## src/rtl/core/tcled_pkg.sv

```systemverilog
// Shared constants for the text-command LED mode controller.
// Depends on nothing; imported by the controller and its checker.
package tcled_pkg;

	localparam int LINE_BUFFER_SIZE = 16;
	localparam int LINE_CAPACITY    = LINE_BUFFER_SIZE - 1;
	localparam int LEN_W            = $clog2(LINE_BUFFER_SIZE);
	localparam int IDX_W            = $clog2(LINE_CAPACITY);

	localparam int PERIOD_W = 16;
	localparam logic [PERIOD_W-1:0] BLINK_PERIOD_RESET = 16'd500;

	localparam logic CMD_BYTE = 1'b0;
	localparam logic CMD_TICK = 1'b1;

	localparam logic [1:0] LEDM_OFF   = 2'd0;
	localparam logic [1:0] LEDM_ON    = 2'd1;
	localparam logic [1:0] LEDM_BLINK = 2'd2;

	localparam logic [2:0] REPORT_NONE    = 3'd0;
	localparam logic [2:0] REPORT_ON      = 3'd1;
	localparam logic [2:0] REPORT_OFF     = 3'd2;
	localparam logic [2:0] REPORT_BLINK   = 3'd3;
	localparam logic [2:0] REPORT_UNKNOWN = 3'd4;

	localparam logic [7:0] CHAR_CR    = 8'd13;
	localparam logic [7:0] CHAR_LF    = 8'd10;
	localparam logic [7:0] CHAR_NUL   = 8'd0;
	localparam logic [7:0] CHAR_LOW_A = 8'h61;
	localparam logic [7:0] CHAR_LOW_Z = 8'h7A;
	localparam logic [7:0] CASE_SHIFT = 8'd32;
	localparam logic [7:0] CHAR_B     = 8'h42;
	localparam logic [7:0] CHAR_F     = 8'h46;
	localparam logic [7:0] CHAR_I     = 8'h49;
	localparam logic [7:0] CHAR_K     = 8'h4B;
	localparam logic [7:0] CHAR_L     = 8'h4C;
	localparam logic [7:0] CHAR_N     = 8'h4E;
	localparam logic [7:0] CHAR_O     = 8'h4F;

endpackage

```

## src/rtl/core/text_command_led_mode_controller.sv

```systemverilog
// Text-command LED mode controller: line buffer, command match and blink timer.
// Depends on tcled_pkg.
//
// Usage: the input channel (in_valid, in_stall, command, rx_byte) carries one
// transaction per serial byte or per millisecond tick. Each accepted
// transaction gives exactly one result on the output channel (out_valid,
// out_stall, led_pin, led_mode, report) in the order of arrival.
// The item is held in an input register, then the line compare and timer
// update run in one short combinational pass and the result is registered.
// Throughput is one item per cycle while the receiver does not stall, set by
// that single pass through the state update.
// When the receiver stalls, the result register holds and the input register
// takes one more item; in_stall rises only when both are full.
// The configuration channel (cfg_valid, cfg_ready, blink_period) is always
// ready; the user must write it only while the block is idle (not enforced).
// Reset puts the block in blink mode with the pin low, the countdown and the
// period at 500 ticks and the line empty. The line store itself is not reset;
// only entries written since the last end of line are ever compared.
module text_command_led_mode_controller (
	input  logic                           clk,
	input  logic                           arst_n,
	input  logic                           in_valid,
	output logic                           in_stall,
	input  logic                           command,
	input  logic [7:0]                     rx_byte,
	output logic                           out_valid,
	input  logic                           out_stall,
	output logic                           led_pin,
	output logic [1:0]                     led_mode,
	output logic [2:0]                     report,
	input  logic                           cfg_valid,
	output logic                           cfg_ready,
	input  logic [tcled_pkg::PERIOD_W-1:0] blink_period
);
	import tcled_pkg::*;

	logic                valid_s1;
	logic                command_s1;
	logic [7:0]          byte_s1;

	logic [PERIOD_W-1:0] period_q;
	logic [1:0]          mode_q;
	logic                blink_level_q;
	logic                pin_level_q;
	logic [PERIOD_W-1:0] countdown_q;
	logic [LEN_W-1:0]    line_len_q;
	logic [7:0]          line_store_q [LINE_CAPACITY];

	logic                out_valid_q;
	logic                out_pin_q;
	logic [1:0]          out_mode_q;
	logic [2:0]          out_report_q;

	logic                advance;
	logic                is_eol;
	logic                store_char;
	logic [7:0]          upper_char;
	logic                match_on, match_off, match_blink, line_nonempty;

	logic [1:0]          mode_d;
	logic                blink_level_d;
	logic                pin_level_d;
	logic [PERIOD_W-1:0] countdown_d;
	logic [LEN_W-1:0]    line_len_d;
	logic [2:0]          report_d;

	assign advance   = !out_valid_q || !out_stall;
	assign in_stall  = valid_s1 && !advance;
	assign cfg_ready = 1'b1;

	assign out_valid = out_valid_q;
	assign led_pin   = out_pin_q;
	assign led_mode  = out_mode_q;
	assign report    = out_report_q;

	assign is_eol     = (command_s1 == CMD_BYTE) && (byte_s1 == CHAR_CR || byte_s1 == CHAR_LF);
	assign store_char = (command_s1 == CMD_BYTE) && !is_eol
		&& (line_len_q < LEN_W'(LINE_CAPACITY));
	assign upper_char = (byte_s1 >= CHAR_LOW_A && byte_s1 <= CHAR_LOW_Z)
		? byte_s1 - CASE_SHIFT : byte_s1;

	// A word matches when its letters lead the line and the text ends right after
	// them, either at the line's end or at a zero byte.
	always_comb begin
		match_on = (line_len_q >= LEN_W'(2))
			&& line_store_q[0] == CHAR_O && line_store_q[1] == CHAR_N
			&& (line_len_q == LEN_W'(2) || line_store_q[2] == CHAR_NUL);
		match_off = (line_len_q >= LEN_W'(3))
			&& line_store_q[0] == CHAR_O && line_store_q[1] == CHAR_F
			&& line_store_q[2] == CHAR_F
			&& (line_len_q == LEN_W'(3) || line_store_q[3] == CHAR_NUL);
		match_blink = (line_len_q >= LEN_W'(5))
			&& line_store_q[0] == CHAR_B && line_store_q[1] == CHAR_L
			&& line_store_q[2] == CHAR_I && line_store_q[3] == CHAR_N
			&& line_store_q[4] == CHAR_K
			&& (line_len_q == LEN_W'(5) || line_store_q[5] == CHAR_NUL);
		line_nonempty = (line_len_q != '0) && (line_store_q[0] != CHAR_NUL);
	end

	always_comb begin
		mode_d        = mode_q;
		blink_level_d = blink_level_q;
		pin_level_d   = pin_level_q;
		countdown_d   = countdown_q;
		line_len_d    = line_len_q;
		report_d      = REPORT_NONE;
		if (command_s1 == CMD_TICK) begin
			if (mode_q == LEDM_BLINK) begin
				if (countdown_q <= PERIOD_W'(1)) begin
					blink_level_d = !blink_level_q;
					pin_level_d   = !blink_level_q;
					countdown_d   = period_q;
				end else begin
					countdown_d = countdown_q - PERIOD_W'(1);
				end
			end
		end else if (is_eol) begin
			if (line_len_q != '0) begin
				line_len_d = '0;
				if (match_on) begin
					mode_d      = LEDM_ON;
					pin_level_d = 1'b1;
					report_d    = REPORT_ON;
				end else if (match_off) begin
					mode_d      = LEDM_OFF;
					pin_level_d = 1'b0;
					report_d    = REPORT_OFF;
				end else if (match_blink) begin
					mode_d      = LEDM_BLINK;
					countdown_d = period_q;
					report_d    = REPORT_BLINK;
				end else if (line_nonempty) begin
					report_d = REPORT_UNKNOWN;
				end
			end
		end else if (store_char) begin
			line_len_d = line_len_q + LEN_W'(1);
		end
	end

	always_ff @(posedge clk or negedge arst_n) begin
		if (!arst_n) begin
			valid_s1      <= 1'b0;
			out_valid_q   <= 1'b0;
			period_q      <= BLINK_PERIOD_RESET;
			mode_q        <= LEDM_BLINK;
			blink_level_q <= 1'b0;
			pin_level_q   <= 1'b0;
			countdown_q   <= BLINK_PERIOD_RESET;
			line_len_q    <= '0;
		end else begin
			if (cfg_valid && cfg_ready) begin
				period_q <= blink_period;
			end
			if (!in_stall) begin
				valid_s1 <= in_valid;
			end
			if (advance) begin
				out_valid_q <= valid_s1;
			end
			if (valid_s1 && advance) begin
				mode_q        <= mode_d;
				blink_level_q <= blink_level_d;
				pin_level_q   <= pin_level_d;
				countdown_q   <= countdown_d;
				line_len_q    <= line_len_d;
			end
		end
	end

	// Payload registers carry no reset.
	always_ff @(posedge clk) begin
		if (in_valid && !in_stall) begin
			command_s1 <= command;
			byte_s1    <= rx_byte;
		end
		if (valid_s1 && advance) begin
			out_pin_q    <= pin_level_d;
			out_mode_q   <= mode_d;
			out_report_q <= report_d;
			if (store_char) begin
				line_store_q[line_len_q[IDX_W-1:0]] <= upper_char;
			end
		end
	end

endmodule

```

## config.mk

```make
export PLATFORM = sky130hd
export DESIGN_NAME = text_command_led_mode_controller
export DESIGN_NICKNAME = d
export VERILOG_FILES = /design/src/rtl/core/tcled_pkg.sv /design/src/rtl/core/text_command_led_mode_controller.sv
export SDC_FILE = /design/constraint.sdc
export NUM_CORES = 1
export LEC_CHECK = 0
export BUFFER_PORTS_ARGS = -buffer_cell sky130_fd_sc_hd__clkbuf_2
export CELL_PAD_IN_SITES_DETAIL_PLACEMENT = 2
export CELL_PAD_IN_SITES_GLOBAL_PLACEMENT = 2
export CORE_UTILIZATION = 37
export CTS_CLUSTER_DIAMETER = 40
export CTS_CLUSTER_SIZE = 24
export DETAILED_ROUTE_END_ITERATION = 8
export PLACE_DENSITY_LB_ADDON = 0.05
export SLEW_MARGIN = 20
export SYNTH_ARGS = -nofsm -noshare
export SYNTH_HDL_FRONTEND = slang
export SYNTH_SLANG_ARGS = --single-unit
```

## constraint.sdc

```tcl
create_clock -name clk -period 2.7 [get_ports clk]
set_clock_uncertainty 0.1 [all_clocks]
set_input_delay 0.27 -clock clk [delete_from_list [all_inputs] [get_ports clk]]
set_output_delay 0.27 -clock clk [all_outputs]
set_load 0.01 [all_outputs]
```

Yosys cells after proc, flatten, opt, wreduce, memory -nomap -nowiden
Memories as Yosys holds them, arrays and structs flattened.
Cells that the tools add are included.
- bitwise logic cells: 3
- reductions and logical operators: 47
- magnitude comparators: 7
- muxes and demuxes: 32
- $add $sub $neg: 3
- eq/ne operators: 19
- operators by type and width (kind ; number):
    $mux W16 ; 8
    $eq A8 B7 Y1 const B ; 9
    $logic_not A8 Y1 ; 3
    $logic_and A1 B1 Y1 ; 21
    $eq A8 B4 Y1 const B ; 2
    $le A16 B1 Y1 const B ; 1
    $mux W2 ; 8
    $sub A16 B1 Y16 const B ; 1
    $mux W4 ; 3
    $mux W1 ; 11
    $eq A4 B2 Y1 const B ; 2
    $ge A4 B2 Y1 const B ; 2
    $ge A8 B7 Y1 const B ; 1
    $le A8 B7 Y1 const B ; 1
    $mux W8 ; 1
    $reduce_and A4 Y1 ; 2
    $reduce_bool A2 Y1 ; 4
    $reduce_bool A8 Y1 ; 1
    $sub A8 B6 Y8 const B ; 1
    $reduce_and A7 Y1 ; 1
    $logic_not A1 Y1 ; 6
    $reduce_or A6 Y1 ; 1
    $logic_or A1 B1 Y1 ; 5
    $add A4 B1 Y4 const B ; 1
    11 further kinds ; 15
- word-level logic and storage cells: 127
- memories kept: 1
- memory bits (writable): 120
- output and inout port bits: 9
- register bits after elaboration: 57
- memories (memory ; words ; bits a word ; rd ports ; clocked after Yosys merged registers in ; write ports ; RTL line ; RTL):
    line_store_q ; 15 ; 8 ; 6 ; 0 ; 1 ; text_command_led_mode_controller.sv:47 ; logic [7:0] line_store_q [LINE_CAPACITY];

Longest topological paths before layout
Gate-level depths: netlist of run 1.
An unclocked memory read counts as a cell.
- word-level depth: 14
- gate-level depth with buffers: 10
- depth with buffers taken out: 8

Worst setup path before layout of run 1
No wires, ideal clock.
- path type: reg2reg
- start point: memory line_store_q[1][5]
- end point: register countdown_q[1]
- library setup time: 125 ps
- cell stages (with the launch flop): 8
- arrival time: 2535 ps
- buffers on the path: 1
- required time: 2475 ps
- slack: -60 ps
- cell sequence: edfxtp_1 or4b_1 or4_4 a2111oi_4 a21boi_2 or2_1 buf_6 mux2_4
- RTL lines (what ; RTL line ; RTL):
    from (decl) ; text_command_led_mode_controller.sv:47 ;
    to (signal assigned) ; text_command_led_mode_controller.sv:165 ; countdown_q <= countdown_d;
    to (decl) ; text_command_led_mode_controller.sv:45 ; logic [PERIOD_W-1:0] countdown_q;

==> results of run 1 <==
==> state kept, by name (all words and copies together), names as in the netlist, 2 cells and up <==
| signal | flops |
|---|---|
| byte_s1 | 8 |
| countdown_q | 16 |
| led_mode | 2 |
| line_len_q | 4 |
| line_store_q | 48 |
| mode_q | 2 |
| period_q | 16 |
| report | 3 |
==> worst max-delay path: stages (launching register included) <==
cell and delay (ns):
edfxtp_1 0.37, or4b_4 0.54, or4_4 0.55, a2111oi_4 0.27, a21boi_2 0.14, or2_4 0.30, mux2_4 0.30
==> power groups by stage <==
stage	sequential [uW]	clock (uW)	combinational (uW)
final	1860	1220	433
after global routing	1870	1320	469
after CTS	1860	1260	431
after detailed placement	1890	0	416
after global placement	1880	0	391
after floorplan	1880	0	211
==> cell type report <==
type / instances / area [um^2]
fill: 1233 / 6460
sequential: 105 / 2960
multi-input combinational: 246 / 1710
timing repair buffer: 71 / 499
clock buffer: 12 / 246
tap: 168 / 210
inverter: 11 / 41.3
clock inverter: 4 / 28.8
==> worst paths after layout <==
check / slack, ns / start / endpoint / cells past startpoint
max in group asynchronous: 1.52 / arst_n / countdown_q[5] / 3
min in group asynchronous: 0.36 / arst_n / pin_level_q / 2
max reg2reg: 0.02 / line_store_q[1][5] / countdown_q[1] / 6
max: 0.02 / line_store_q[1][5] / countdown_q[1] / 6
min: 0.02 / in_valid / valid_s1 / 2
min reg2reg: 0.38 / blink_level_q / blink_level_q / 1
==> layout by cell type (no fill, tap or decap), types with 4 or more instances in the layout <==
cell | Yosys | final
clkbuf_16 | 0 | 9
ha_1 | 8 | 8
dfstp_2 | 13 | 13
a31oi_1 | 4 | 4
clkbuf_2 | 0 | 37
nand2b_1 | 4 | 4
edfxtp_1 | 63 | 63
buf_4 | 1 | 19
mux2_2 | 16 | 16
o21ai_2 | 0 | 8
o21ai_1 | 13 | 7
nor3_1 | 8 | 8
nand2_1 | 16 | 16
dfrtp_1 | 29 | 29
o31ai_4 | 0 | 4
and2_1 | 4 | 4
o31ai_1 | 13 | 6
dlygate4sd3_1 | 0 | 10
and3_1 | 8 | 8
o21ai_0 | 11 | 9
a21oi_1 | 26 | 26
nor2_1 | 36 | 36
nor3b_1 | 4 | 4
inv_1 | 11 | 11
nor4_1 | 18 | 18
nand3_1 | 8 | 8
==> Yosys cell counts (all sizes together), types with 3 or more instances <==
master   n
edfxtp  63
nor2    36
dfrtp   29
a21oi   26
o21ai   24
nor4    18
mux2    17
nand2   16
dfstp   13
o31ai   13
inv     11
clkbuf   9
and3     8
ha       8
nand3    8
nor3     8
a31oi    4
and2     4
nand2b   4
nor3b    4
or4      4
a211oi   3
a22o     3
and4     3
buf      3
nand4    3
nor2b    3
nor4b    3
or2      3
==> per-layer routing <==
layer | vias to the layer above | part of all wire [%] | track usage (%)
li1 | 1567 | - | -
met1 | 1717 | 49 | 29.3
met2 | 63 | 46 | 30.7
met3 | 11 | 3.7 | 5.19
met4 | 0 | 1.1 | 5.37
met5 | - | 0 | 0
==> metrics by stage <==
stage	area, um^2	hold WS (ns)	std cells	TNS (ns)
floorplan	4650	-0.126	374	-0.0603
global placement	5180	0.215	589	0
detailed placement	5180	0.233	589	-0.00295
CTS	5560	0.00642	615	0
global route	5700	0.0291	617	-0.558
finish	5700	0.0171	617	0
==> kinds of logic after synthesis <==
family	count (synthesis)
compound gates	86
simple gates	133
fa+ha+maj	8
mux	17
buf+inv	23
other cells	1
flops	105
xor+xnor	1
==> what timing repair did <==
| item | in CTS | in global routing |
|---|---|---|
| endpoints found under the hold margin | 28 | 0 |
| setup buffers | 0 | 1 |
| hold buffers | 10 | 0 |
| gates resized for setup | 0 | 27 |
| endpoints found under the setup margin | 0 | 16 |
==> impl_metrics.env, run 1 <==
export IMPL_grt_setup_unrepaired="yes"
export IMPL_place_congestion=0.764
export IMPL_yosys_area_share_adder_pct=2.15
export IMPL_cts_made_buffers=9
export IMPL_synth_edff_count=63
export IMPL_grt_pass1_vias=3496
export IMPL_peakVddDrop_mv=0.404
export IMPL_leakage_uw=0.00212
export IMPL_synth_cell_types=53
export IMPL_areaGrowthSynthToFinish_pct=22.4
export IMPL_async_flop_share_pct=40.0
export IMPL_grtUsageTotal_pct=20.4
export IMPL_ys_flop_type="edfxtp_1"
export IMPL_clk_path_buf_depth=2
export IMPL_post_route_util_pct=46.9
export IMPL_clk_root_buffer_cell="clkbuf_16"
export IMPL_synth_compound_gate_area_share_pct=11.9
export IMPL_timing_final_hold_violations=0
export IMPL_first_pass_iters=4
export IMPL_nets=482
export IMPL_wl_per_cell_um=20.2
export IMPL_tightest_slew_ns=0.694
export IMPL_postRouteAntennaNets=0
export IMPL_via_per_inst=5.44
export IMPL_dieArea_um2=13000
export IMPL_synth_top_family_by_area="simple AND/OR/NAND/NOR gates"
export IMPL_period_minus_slack_ns=2.68
export IMPL_netlist_top_cell_by_area="edfxtp_1"
export IMPL_drc=0
export IMPL_fp_dieH_um=114
export IMPL_coreArea_um2=12200
export IMPL_rows=40
export IMPL_htreeDepth=3
export IMPL_max_slew_margin_pct=53.7
export IMPL_ios=39
export IMPL_p_switching_uw=880
export IMPL_initial_core_util_pct=38.3
export IMPL_drt_iter0_drc=190
export IMPL_ys_seq_area_share_pct=63.6
export IMPL_overflow=0
export IMPL_cts_sink_count=105
export IMPL_drive_gt1_share_pct=29.2
export IMPL_clkPwrFrac_pct=34.7
export IMPL_power_total_uw=3510
export IMPL_cap_violations=0
export IMPL_synth_seq_cells=105
export IMPL_fmax_ghz=0.373
export IMPL_clkLatencyLatePin_ns=0.36
export IMPL_wirelength_um=12500
export IMPL_clkTransAtPathRegs_ns=0.07
export IMPL_num_vias=3358
export IMPL_dpl_hpwl_um=9000
export IMPL_synth_fp_nets=412
export IMPL_hold_class="input port to flop"
export IMPL_synth_area_per_cell_um2=12.4
export IMPL_pre_cts_ws_ns=-0.00295
export IMPL_yosys_area_share_xor_xnor_pct=0.188
export IMPL_worst_slack_ns=0.0173
export IMPL_syn_inst=374
export IMPL_intPower_uw=2620
export IMPL_p_comb_share_pct=12.3
export IMPL_cts_tree="built"
export IMPL_muxShareOfSynthArea_pct=4.19
export IMPL_setup_violations=0
export IMPL_yosysTopAreaCellShare_pct=40.6
export IMPL_crit_type="flop to flop"
export IMPL_synth_area_leaders="edfxtp_1 41%, dfrtp_1 16%, dfstp_2 7.3%"
export IMPL_synth_area_um2=4650
export IMPL_period_share_pct=99.4
export IMPL_seqPwrFrac_pct=53.0
export IMPL_slew_viol_final=0
export IMPL_cp_required_ns=2.84
export IMPL_dieWidth_um=114
export IMPL_swShare_pct=25.1
export IMPL_worst_setup_path_start_kind="flop"
export IMPL_synth_warnings=0
export IMPL_synth_simple_gate_area_share_pct=15.7
export IMPL_power_density_nw_per_um2=615
export IMPL_grt_max_degree=39
export IMPL_portBuffers=37
export IMPL_critPathCaptureType="flop"
export IMPL_status="complete, no violations"
export IMPL_n_antenna_cell=0
export IMPL_crit_fanout=4
export IMPL_grt_antenna_before_repair=0
export IMPL_arrival_ns=2.82
export IMPL_grt_pass1_wl_um=19500
Note: power is estimated with default switching activity, not from simulation.
==> inputs of run 2 (changes only) <==
--- a/config.mk
+++ b/config.mk
@@ -13,7 +13,7 @@
 export CTS_CLUSTER_SIZE = 24
 export DETAILED_ROUTE_END_ITERATION = 8
 export PLACE_DENSITY_LB_ADDON = 0.05
-export SLEW_MARGIN = 20
+export SLEW_MARGIN = 10
 export SYNTH_ARGS = -nofsm -noshare
 export SYNTH_HDL_FRONTEND = slang
 export SYNTH_SLANG_ARGS = --single-unit
==> constraint.sdc (replaced) <==
create_clock -name clk -period 2.3 [get_ports clk]
set_clock_uncertainty 0.1 [all_clocks]
set_input_delay 0.23 -clock clk [delete_from_list [all_inputs] [get_ports clk]]
set_output_delay 0.23 -clock clk [all_outputs]
set_load 0.01 [all_outputs]
==> run 2 against run 1 <==
  * The run now ends with setup timing left
  * First-iteration DRC count fell by 18%
  * Via count grew 4.7%
  * Global-route usage increased by 1.9 points
  * Core utilization rose by 3.2 points
  * Combinational power increased by 35%
  * Register-to-register slack lost 0.25 ns
  * Worst hold slack lost 0.0075 ns
  * Sequential power rose by 16%
  * Non-clock buffer count increased by 35
  * Flip-flop and latch count stayed put
  * Sequential share of layout area decreased by 3.3 points
  * Final cell count grew 5.7%
  * Largest cell class unchanged
  * Highest routed layer unchanged
==> impl_metrics.env, run 2 (synthesis gave the netlist of run 1 again) <==
export IMPL_status="complete, but fails checks"
export IMPL_violations="setup timing"
export IMPL_drt_iter0_drc=155
export IMPL_grtUsageTotal_pct=22.3
export IMPL_clkLatencyLatePin_ns=0.36
export IMPL_initial_core_util_pct=38.3
export IMPL_min_path_cells=2
export IMPL_worst_slack_ns=-0.234
export IMPL_whs_endpoint="period_q[12]"
export IMPL_fmax_ghz=0.395
export IMPL_critical_path_slowest_cell="or4b_4"
export IMPL_finalInstanceArea_um2=6090
export IMPL_period_share_pct=110
export IMPL_rr_startpoint="line_store_q[1][7]"
export IMPL_peakVddDrop_mv=0.628
export IMPL_coreArea_um2=12200
export IMPL_dieArea_um2=13000
export IMPL_clk_path_buf_depth=2
export IMPL_cap_violations=0
export IMPL_clkTransAtPathRegs_ns=0.07
export IMPL_wl_per_cell_um=21.0
export IMPL_n_antenna_cell=0
export IMPL_cp_required_ns=2.44
export IMPL_portBuffers=37
export IMPL_num_vias=3516
export IMPL_via_per_inst=5.39
export IMPL_critPathCaptureType="flop"
export IMPL_drive_gt1_share_pct=36.8
export IMPL_setup_violations=22
export IMPL_crit_type="flop to flop"
export IMPL_largest_reg_flops=48
export IMPL_timing_final_hold_violations=0
export IMPL_worst_setup_path_start_kind="flop"
export IMPL_r2r_end="countdown_q[1]"
export IMPL_grt_setup_unrepaired="yes"
export IMPL_postPlaceCellArea_um2=5440
export IMPL_overflow=0
export IMPL_grt_pass1_wl_um=21200
export IMPL_mostFrequentLayoutCells="63 x edfxtp_1, 44 x buf_4, 37 x clkbuf_2"
export IMPL_nets=517
export IMPL_htreeDepth=3
export IMPL_cpLargestDelayFamily="simple AND/OR/NAND/NOR gates"
export IMPL_grt_pass1_vias=3923
export IMPL_place_congestion=0.791
export IMPL_clk_root_buffer_cell="clkbuf_16"
export IMPL_hold_class="input port to flop"
export IMPL_fp_dieH_um=114
export IMPL_cts_tree="built"
export IMPL_grt_antenna_before_repair=0
export IMPL_dpl_hpwl_um=9800
export IMPL_period_minus_slack_ns=2.53
export IMPL_final_cells=652
export IMPL_hold_start="blink_period[12]"
export IMPL_crit_fanout=4
export IMPL_max_slew_margin_pct=60.7
export IMPL_arrival_ns=2.67
export IMPL_hold_ws_ns=0.00966
export IMPL_rows=40
export IMPL_first_pass_iters=4
export IMPL_ios=39
export IMPL_slowest_delay_ns=0.50
export IMPL_path_buf_inv=0
export IMPL_leakage_uw=0.00232
export IMPL_worst_r2r_setup_slack_ns=-0.23
export IMPL_power_total_uw=4240
export IMPL_r2r_cells=6
export IMPL_power_density_nw_per_um2=697
export IMPL_cts_made_buffers=9
export IMPL_postRouteAntennaNets=0
export IMPL_wirelength_um=13700
export IMPL_grt_max_degree=43
export IMPL_slew_viol_final=0
export IMPL_path_cells="or4b_4 -> or4_4 -> a2111oi_4 -> a21boi_2 -> or2_4 -> mux2_4"
export IMPL_placed_cells=619
export IMPL_tightest_slew_ns=0.589
export IMPL_dieWidth_um=114
export IMPL_n_fill_cell=1200
export IMPL_drc=0
export IMPL_final_common_cell="edfxtp_1"
export IMPL_areaGrowthSynthToFinish_pct=30.8
export IMPL_cts_sink_count=105
-- run 2: layer usage --
metal / GRT usage [%] / vias to the layer above / wire, um
met1: 27.4 / 1785 / 6040
met5: 0 / - / 0
met4: 11.3 / 0 / 394
met2: 38.2 / 68 / 6960
li1: - / 1639 / -
met3: 3.49 / 24 / 338
-- run 2: worst max-delay path by stage --
stage	cells after the start	end	startpoint
after global placement	6	countdown_q[1]	line_store_q[1][5]
after floorplan	7	countdown_q[1]	line_store_q[1][5]
final	6	countdown_q[1]	line_store_q[1][7]
after detailed placement	7	countdown_q[13]	line_store_q[1][7]
after CTS	6	countdown_q[1]	line_store_q[1][7]
after global routing	7	countdown_q[15]	line_store_q[1][7]
-- run 2: worst register-to-register path, stage by stage (launching register included) --
cell and delay [ns]:
edfxtp_1 0.41, or4b_4 0.50, or4_4 0.45, a2111oi_4 0.25
a21boi_2 0.12, or2_4 0.28, mux2_4 0.30
-- run 2: cell type report --
class | instances | area (um^2) | area share (%)
sequential | 105 | 2960 | 48.6
multi-input combinational | 246 | 1770 | 29.0
timing repair buffer | 106 | 826 | 13.6
clock buffer | 10 | 239 | 3.92
tap | 168 | 210 | 3.45
clock inverter | 6 | 48.8 | 0.801
inverter | 11 | 41.3 | 0.678
-- run 2: repair_timing --
item,CTS,global route
endpoints found under the setup margin,62,43
hold endpoints to repair,43,0
hold buffers,15,0
gates resized for setup,30,19
buffers inserted,1,1
pin swaps,10,3
-- run 2: power by group --
group	switching (uW)	total, uW	internal [uW]
registers	54.1	2150	2100
clock network	726	1500	778
logic	318	585	267
total	1100	4240	3140
-- run 2: stage by stage --
stage               utilization [%]  setup WS [ns]  setup TNS, ns
finish                         50.1         -0.234          -3.28
global route                   50.1         -0.314          -5.36
CTS                            49.3         -0.307          -5.10
detailed placement             44.8         -0.375          -6.97
global placement               44.8         -0.299          -5.03
floorplan                         -         -0.460          -5.52
==> inputs of run 3 (changes only) <==
--- a/config.mk
+++ b/config.mk
@@ -13,6 +13,7 @@
 export CTS_CLUSTER_SIZE = 24
 export DETAILED_ROUTE_END_ITERATION = 8
 export PLACE_DENSITY_LB_ADDON = 0.05
+export SETUP_SLACK_MARGIN = 0.05
 export SLEW_MARGIN = 10
 export SYNTH_ARGS = -nofsm -noshare
 export SYNTH_HDL_FRONTEND = slang
==> run 3 against run 2 <==
  * The run still ends with setup timing left
  * Via count shrank 0.20%
  * Global-route usage shrank 0.088 points
  * Count of clock-buffer cells in the layout shrank 1
  * Critical endpoint unchanged
  * Largest power group unchanged
==> impl_metrics.env, run 3 (synthesis gave the netlist of run 1 again) <==
export IMPL_n_antenna_cell=0
export IMPL_status="complete, but fails checks"
export IMPL_postRouteAntennaNets=0
export IMPL_hold_class="input port to flop"
export IMPL_rows=40
export IMPL_worst_slack_ns=-0.361
export IMPL_ios=39
export IMPL_first_pass_iters=4
export IMPL_rr_startpoint="line_store_q[1][5]"
export IMPL_coreArea_um2=12200
export IMPL_min_path_cells=2
export IMPL_areaGrowthSynthToFinish_pct=32.8
export IMPL_via_per_inst=5.29
export IMPL_crit_fanout=4
export IMPL_final_common_cell="edfxtp_1"
export IMPL_setup_violations=25
export IMPL_placed_cells=620
export IMPL_post_route_util_pct=50.8
export IMPL_drc=0
export IMPL_tightest_slew_ns=0.613
export IMPL_dieWidth_um=114
export IMPL_period_share_pct=116
export IMPL_worst_r2r_setup_slack_ns=-0.36
export IMPL_drt_iter0_drc=152
export IMPL_timing_final_hold_violations=0
export IMPL_overflow=0
export IMPL_whs_endpoint="period_q[15]"
export IMPL_r2r_end="countdown_q[1]"
export IMPL_period_minus_slack_ns=2.66
export IMPL_nets=528
export IMPL_max_slew_margin_pct=58.6
export IMPL_grt_max_degree=39
export IMPL_clkTransAtPathRegs_ns=0.07
export IMPL_power_total_uw=4330
export IMPL_grt_pass1_wl_um=21400
export IMPL_crit_type="flop to flop"
export IMPL_arrival_ns=2.80
export IMPL_clk_root_buffer_cell="clkbuf_16"
export IMPL_drive_gt1_share_pct=36.4
export IMPL_violations="setup timing"
export IMPL_grt_setup_unrepaired="yes"
export IMPL_cp_required_ns=2.44
export IMPL_htreeDepth=3
export IMPL_grtUsageTotal_pct=22.2
export IMPL_cts_sink_count=105
export IMPL_peakVddDrop_mv=0.424
export IMPL_cts_tree="built"
export IMPL_final_cells=663
export IMPL_worst_setup_path_start_kind="flop"
export IMPL_cts_made_buffers=9
export IMPL_portBuffers=37
export IMPL_slew_viol_final=0
export IMPL_largest_reg_flops=48
export IMPL_fmax_ghz=0.376
export IMPL_clk_path_buf_depth=2
export IMPL_mostFrequentLayoutCells="63 x edfxtp_1, 47 x buf_4, 37 x clkbuf_2"
export IMPL_dpl_hpwl_um=9430
export IMPL_clkLatencyLatePin_ns=0.36
export IMPL_num_vias=3509
export IMPL_wl_per_cell_um=20.4
export IMPL_cp_startpoint="line_store_q[1][5]"
export IMPL_grt_pass1_vias=3882
export IMPL_wirelength_um=13500
export IMPL_place_congestion=0.774
export IMPL_power_density_nw_per_um2=700
export IMPL_cap_violations=0
export IMPL_r2r_cells=6
export IMPL_leakage_uw=0.00237
export IMPL_hold_start="blink_period[15]"
export IMPL_hold_ws_ns=0.0105
export IMPL_grt_antenna_before_repair=0
export IMPL_dieArea_um2=13000
export IMPL_fp_dieH_um=114
export IMPL_initial_core_util_pct=38.3
export IMPL_critPathCaptureType="flop"
-- run 3: worst max-delay path by stage --
stage	to	slack, ns	cells after the start
global route	countdown_q[12]	-0.48	7
CTS	countdown_q[5]	-0.34	7
detailed placement	countdown_q[1]	-0.38	6
finish	countdown_q[1]	-0.36	6
global placement	countdown_q[1]	-0.31	6
floorplan	countdown_q[1]	-0.46	7
-- run 3: where the power goes --
part / switching, uW / internal, uW / total [uW]
combinational: 327 / 278 / 605
clock: 795 / 780 / 1570
sequential: 50.5 / 2100 / 2150
-- run 3: area by class of cell --
class	count	area, um^2
fillers	1204	5980
flip-flops and latches	105	2960
multi-input cells	246	1740
repair buffers	117	925
clock buffers	9	225
well taps	168	210
clock inverters	7	77.6
inverters	11	41.3
-- run 3: repair_timing --
item / CTS / global route
hold buffers: 23 / 0
endpoints found under the setup margin: 76 / 74
setup buffers: 2 / 2
resized for setup: 23 / 20
hold endpoints to repair: 52 / 0
pin swaps: 6 / 4
-- run 3: worst max-delay path, cell delays in order, from the launching register on --
cell and delay, ns:
edfxtp_1 0.37, or4b_4 0.55, or4_4 0.55, a2111oi_4 0.25
a21boi_2 0.13, or2_4 0.30, mux2_4 0.30
-- run 3: stage by stage --
step | TNS (ns) | setup slack (ns) | area, um^2
finish | -6.35 | -0.361 | 6180
global route | -8.98 | -0.481 | 6180
CTS | -5.86 | -0.335 | 6080
detailed placement | -6.41 | -0.376 | 5450
global placement | -4.91 | -0.309 | 5450
floorplan | -5.52 | -0.460 | 4660
-- run 3: per-layer routing --
| metal | vias to the layer above | wire length [um] | share of wire (%) | GRT usage, % |
|---|---|---|---|---|
| met2 | 66 | 6820 | 50 | 37.6 |
| met3 | 15 | 494 | 3.6 | 4.92 |
| met5 | - | 0 | 0 | 0 |
| li1 | 1659 | - | - | - |
| met4 | 0 | 215 | 1.6 | 7.01 |
| met1 | 1769 | 6010 | 44 | 28.4 |
